<file path="src/hdl/fca_pkg.sv">
// Shared types and constants for the FAT16 cluster allocator.
// Used by the table memory, the register block and the request engine.
package fca_pkg;

    localparam int TABLE_DEPTH = 65536;
    localparam int ADDR_W      = $clog2(TABLE_DEPTH);
    localparam int CL_W        = 16;
    localparam int SPAN_W      = CL_W + 1;

    localparam logic [CL_W-1:0]  END_OF_CHAIN    = 16'hFFFF;
    localparam logic [CL_W-1:0]  FIRST_CLUSTER   = 16'd2;
    localparam logic [CL_W-1:0]  CLUSTER_COUNT_RST = 16'd65524;

    localparam logic [2:0] KIND_READ  = 3'd0;
    localparam logic [2:0] KIND_WRITE = 3'd1;
    localparam logic [2:0] KIND_ALLOC = 3'd2;
    localparam logic [2:0] KIND_FREE  = 3'd3;
    localparam logic [2:0] KIND_COUNT = 3'd4;

    localparam logic REG_CLUSTER_COUNT = 1'b0;

    typedef struct packed {
        logic              wr_en;
        logic [ADDR_W-1:0] wr_addr;
        logic [CL_W-1:0]   wr_data;
        logic              rd_en;
        logic [ADDR_W-1:0] rd_addr;
    } mem_req_t;

    function automatic logic in_table(input logic [CL_W-1:0] cl);
        return ({1'b0, cl} < SPAN_W'(TABLE_DEPTH));
    endfunction

endpackage

</file>
<file path="src/hdl/fca_apb_regs.sv">
// APB-style configuration register holding the cluster count.
// Depends on fca_pkg for register indices and reset values.
module fca_apb_regs
(
    input  logic                     clk,
    input  logic                     rst_n,
    input  logic                     psel,
    input  logic                     penable,
    input  logic                     pwrite,
    input  logic [2:0]               paddr,
    input  logic [31:0]              pwdata,
    output logic [31:0]              prdata,
    output logic                     pready,
    output logic [fca_pkg::CL_W-1:0] cluster_count
);

    logic [fca_pkg::CL_W-1:0] cluster_count_reg;
    logic                     wr_hit;

    assign pready = 1'b1;
    assign wr_hit = psel && penable && pwrite && (paddr[2] == fca_pkg::REG_CLUSTER_COUNT);

    always_ff @(posedge clk or negedge rst_n)
    begin
        if (!rst_n)
        begin
            cluster_count_reg <= fca_pkg::CLUSTER_COUNT_RST;
        end
        else if (wr_hit)
        begin
            cluster_count_reg <= pwdata[fca_pkg::CL_W-1:0];
        end
    end

    assign prdata = (paddr[2] == fca_pkg::REG_CLUSTER_COUNT) ?
                    {16'd0, cluster_count_reg} : 32'd0;
    assign cluster_count = cluster_count_reg;

endmodule

</file>
<file path="config.mk">
export PLATFORM = sky130hd
export DESIGN_NAME = fca_apb_regs
export DESIGN_NICKNAME = d
export VERILOG_FILES = /design/src/hdl/fca_pkg.sv /design/src/hdl/fca_apb_regs.sv
export SDC_FILE = /design/constraint.sdc
export NUM_CORES = 1
export LEC_CHECK = 0
export ABC_AREA = 0
export BUFFER_PORTS_ARGS = -buffer_cell sky130_fd_sc_hd__buf_2
export CORE_ASPECT_RATIO = 1.2
export CORE_UTILIZATION = 32
export CTS_CLUSTER_DIAMETER = 80
export DETAILED_ROUTE_END_ITERATION = 8
export GPL_ROUTABILITY_DRIVEN = 0
export GPL_TIMING_DRIVEN = 0
export PLACE_DENSITY = 0.75
export SYNTH_ARGS = -nofsm -noshare
export SYNTH_HDL_FRONTEND = slang
export SYNTH_SLANG_ARGS = --single-unit
</file>
<file path="constraint.sdc">
create_clock -name clk -period 0.8 [get_ports clk]
set_input_delay 0.16 -clock clk [delete_from_list [all_inputs] [get_ports clk]]
set_output_delay 0.16 -clock clk [all_outputs]
set_load 0.05 [all_outputs]
</file>
Yosys cells after proc, flatten, opt, wreduce, memory -nomap -nowiden

Cells that the tools add are included.

Bits in registers: 16
Bits of input ports: 40
Output and inout port bits: 49
Word-level logic and storage cells: 6

Mux-type cells: 1
Bitwise operators: 1
Reduce and logical (&&, ||, !) cells: 3

Operator list:

| kind              | number |
|---|---|
| 2-to-1 mux 16 bit | 1 |
| logical AND 1 bit | 3 |
| NOT 1 bit         | 1 |

Logic depth before layout (Yosys ltp)

Depth in word-level cells: 3
Depth in mapped cells: 3

Least setup slack after synthesis

No wires, ideal clock.

Path type: register to output
Start: register cluster_count_reg (netlist bit cluster_count[4])
End: output prdata[4]
Data arrival time: 1.445 ns
Path slack: -0.805 ns
Cell stages (with the launch flop): 2
Path buffers: 0
Path through: dfstp_2 > nor2b_1

Longest elaborated chain between the ends: 1

Ends and longest elaborated chain:

| item                     | line               | RTL |
|---|---|---|
| start: declaration       | fca_apb_regs.sv:17 | `logic [fca_pkg::CL_W-1:0] cluster_count_reg;` |
| start signal: assignment | fca_apb_regs.sv:27 | `cluster_count_reg <= fca_pkg::CLUSTER_COUNT_RST;` |
| start signal: assignment | fca_apb_regs.sv:31 | `cluster_count_reg <= pwdata[fca_pkg::CL_W-1:0];` |
| 2-to-1 mux 16 bit        | fca_apb_regs.sv:35 | `assign prdata = (paddr[2] == fca_pkg::REG_CLUSTER_COUNT) ?` |
| end: declaration         | fca_apb_regs.sv:12 | `output logic [31:0] prdata,` |

No other way between the ends.

Worst setup path in the final report

Start: register cluster_count_reg (netlist bit cluster_count[8])
End: output prdata[8]

Same word-level chain as after synthesis.

==> run_results.csv <==
group,metric,value,unit
clock_tree,cts-htree-levels,1,
global_routing,grt_max_degree,17,
sta,hold_viol,0,
place,hpwl,1560,um
sta,max_freq,0.747,GHz
power_and_ir_drop,peakVddDrop,0.00165,V
logic_synthesis,synth.area.top_cells,"dfstp_2, mux2_4, buf_4, dfrtp_1, mux2_2",
floorplan,initial_core_util,0.349,
logic_synthesis,synthCells,70,
global_routing,globalRouteOverflowTotal,0,
clock_tree,cts_max_path_buffers,2,
finish,area_delta_synth_final,98.2,%
flow_run,drv_cap,0,
route,dr.pass1.iters,4,
setup_path,path_cells,"nor2b_4 -> buf_8",
worst_hold_path,hold_class,"in2reg",
outcome,violations,"setup timing",
clock_tree,clk_pin_slew,100,ps
power_and_ir_drop,p_leak,0.000969,uW
setup_path,critPathMaxStageDelay,570,ps
sta,relSlewSlack,0.612,
global_routing,grt_first_pass_wirelength,3670,um
logic_synthesis,netlist_area,916,um^2
sta,maxSlewViolCount,0,
finish,nets,194,
finish,n_fill_cell,205,
setup_path,required,640,ps
route,via_count,771,
route,via_per_inst,4.15,
place,place_inst,171,
floorplan,die_h,60.6,um
floorplan,fp-row-count,20,
logic_synthesis,synth.top_cell.area_share,0.373,
floorplan,coreArea,2630,um^2
setup_path,cp_max_fo,3,
setup_path,crit_buf_inv,1,
global_routing,antenna_found_initial,0,
setup_path,critPathTopFamily,"flip-flops",
sta,period_share,1.67,
logic_synthesis,ys_types,11,
logic_synthesis,seq_area_frac_synth,0.455,
outcome,run_status,"finished with violations",
route,ant_nets,0,
logic_synthesis,synth_area_per_cell,13.1,um^2
floorplan,die_area,3080,um^2
sta,period_needed,1340,ps
setup_path,start_kind,"register",
route,wl_per_cell,13.4,um
sta,setup_viol,41,
clock_tree,clkSinkCount,16,
power_and_ir_drop,power_density,2650,nW/um^2
floorplan,die_w,50.8,um
sta,setup_ws,-538,ps
sta,worst_pin_slew,582,ps
route,routed_wl,2490,um
route,route.detailed.drc,0,
setup_path,cpMaxStageDelayCell,"dfstp_2",
floorplan,io_pins,89,
clock_tree,cts_made_buffers,3,
sta,timing.hold.ws,94.5,ps
setup_path,worstPathArrival,1180,ps
setup_path,worstSetupEndpointType,"output port",
sta,rsz0062_at_grt,"yes",
finish,post_layout_nonfiller_instances,186,
clock_tree,clockRootBuffer,"clkbuf_4",
route,drt_iter0_drc,2,
global_routing,grt_pass1_vias,759,
logic_synthesis,synth_top_area_cell,"dfstp_2",
setup_path,path_class,"reg2out",
finish,drive_gt1_frac,0.882,
clock_tree,clk_latency,290,ps
finish,num_antenna_cells,0,
clock_tree,cts_tree,"done",
place,port_buffers,53,
logic_synthesis,synth_seq_cells,16,
finish,largest_register_ffs,16,
logic_synthesis,synth_warnings,0,
sta,clock_skew,0,ps
global_routing,grt_use_total,0.171,
## cells in the mapped netlist (all sizes together)
cell type and number:
nor2b 10, nand4b 1, conb 2, dfstp 13
clkbuf 1, mux2 16, dfrtp 3, and2b 6
buf 18
## power by group
part | total [uW] | internal (uW) | switching (uW)
Combinational | 2990 | 1370 | 1620
Clock | 542 | 277 | 265
Sequential | 1280 | 1110 | 173
Total | 4810 | 2750 | 2060
## per-stage QoR
stage	power [uW]	setup slack (ps)	TNS [ps]	utilization	area (um^2)
after global placement	3400	-477	-12830	0.531	1400
after global routing	5000	-571	-15850	0.691	1820
after floorplan	3060	-420	-8740	-	1090
after CTS	4510	-525	-14090	0.642	1690
final	4810	-538	-14440	0.691	1820
after detailed placement	3450	-514	-13950	0.531	1400
## cell usage in the layout (no fill, tap or decap)
cell type / count
buf_4: 22
buf_8: 21
buf_2: 21
conb_1: 17
buf_6: 17
mux2_4: 16
dfstp_2: 13
nor2b_4: 10
and2b_4: 6
clkbuf_4: 3
dfrtp_2: 3
clkbuf_2: 1
nand4b_4: 1
clkbuf_8: 1
dlygate4sd3_1: 1
## kinds of logic (layout without fill, tap and decap cells)
kind of cell	count (synthesis)	in the layout	synth area share
mux	16	16	0.238
simple gates	17	17	0.143
flops	16	16	0.455
buf+inv	19	87	0.156
other cells	2	17	0.00820
## final cells by class
| class | count | area [um^2] | area share |
|---|---|---|---|
| multi-input cells | 50 | 526 | 0.289 |
| flip-flops and latches | 16 | 420 | 0.232 |
| plain buffers | 19 | 148 | 0.0813 |
| well taps | 33 | 41.3 | 0.0227 |
| clock buffers | 4 | 36.3 | 0.0200 |
| repair buffers | 64 | 644 | 0.355 |
## per-layer routing
metal  wire [um]  global-route usage  up-vias
met4          70               0.111        0
met2        1450               0.343       42
met5           0                   0        -
met1         845               0.157      365
met3         124              0.0301        6
li1            -                   -      358
## repair_timing
action | 4_1_cts | 5_1_grt
resized for setup | 68 | 22
setup endpoints to repair | 42 | 38
buffers inserted | 4 | 6
endpoints found under the hold margin | 3 | 0
pin swaps | 0 | 0
hold buffers | 1 | 0
## worst paths after layout
kind | from | endpoint | slack [ps] | depth (start not counted)
min reg2reg | cluster_count[3] | cluster_count[3] | 580 | 1
max | cluster_count[8] | prdata[8] | -540 | 2
min in group asynchronous | rst_n | cluster_count[0] | 310 | 2
max in group asynchronous | rst_n | cluster_count[4] | 170 | 2
min | pwdata[9] | cluster_count[9] | 90 | 2
max reg2reg | cluster_count[1] | cluster_count[1] | -120 | 2
(Power assumes the default switching activity.)
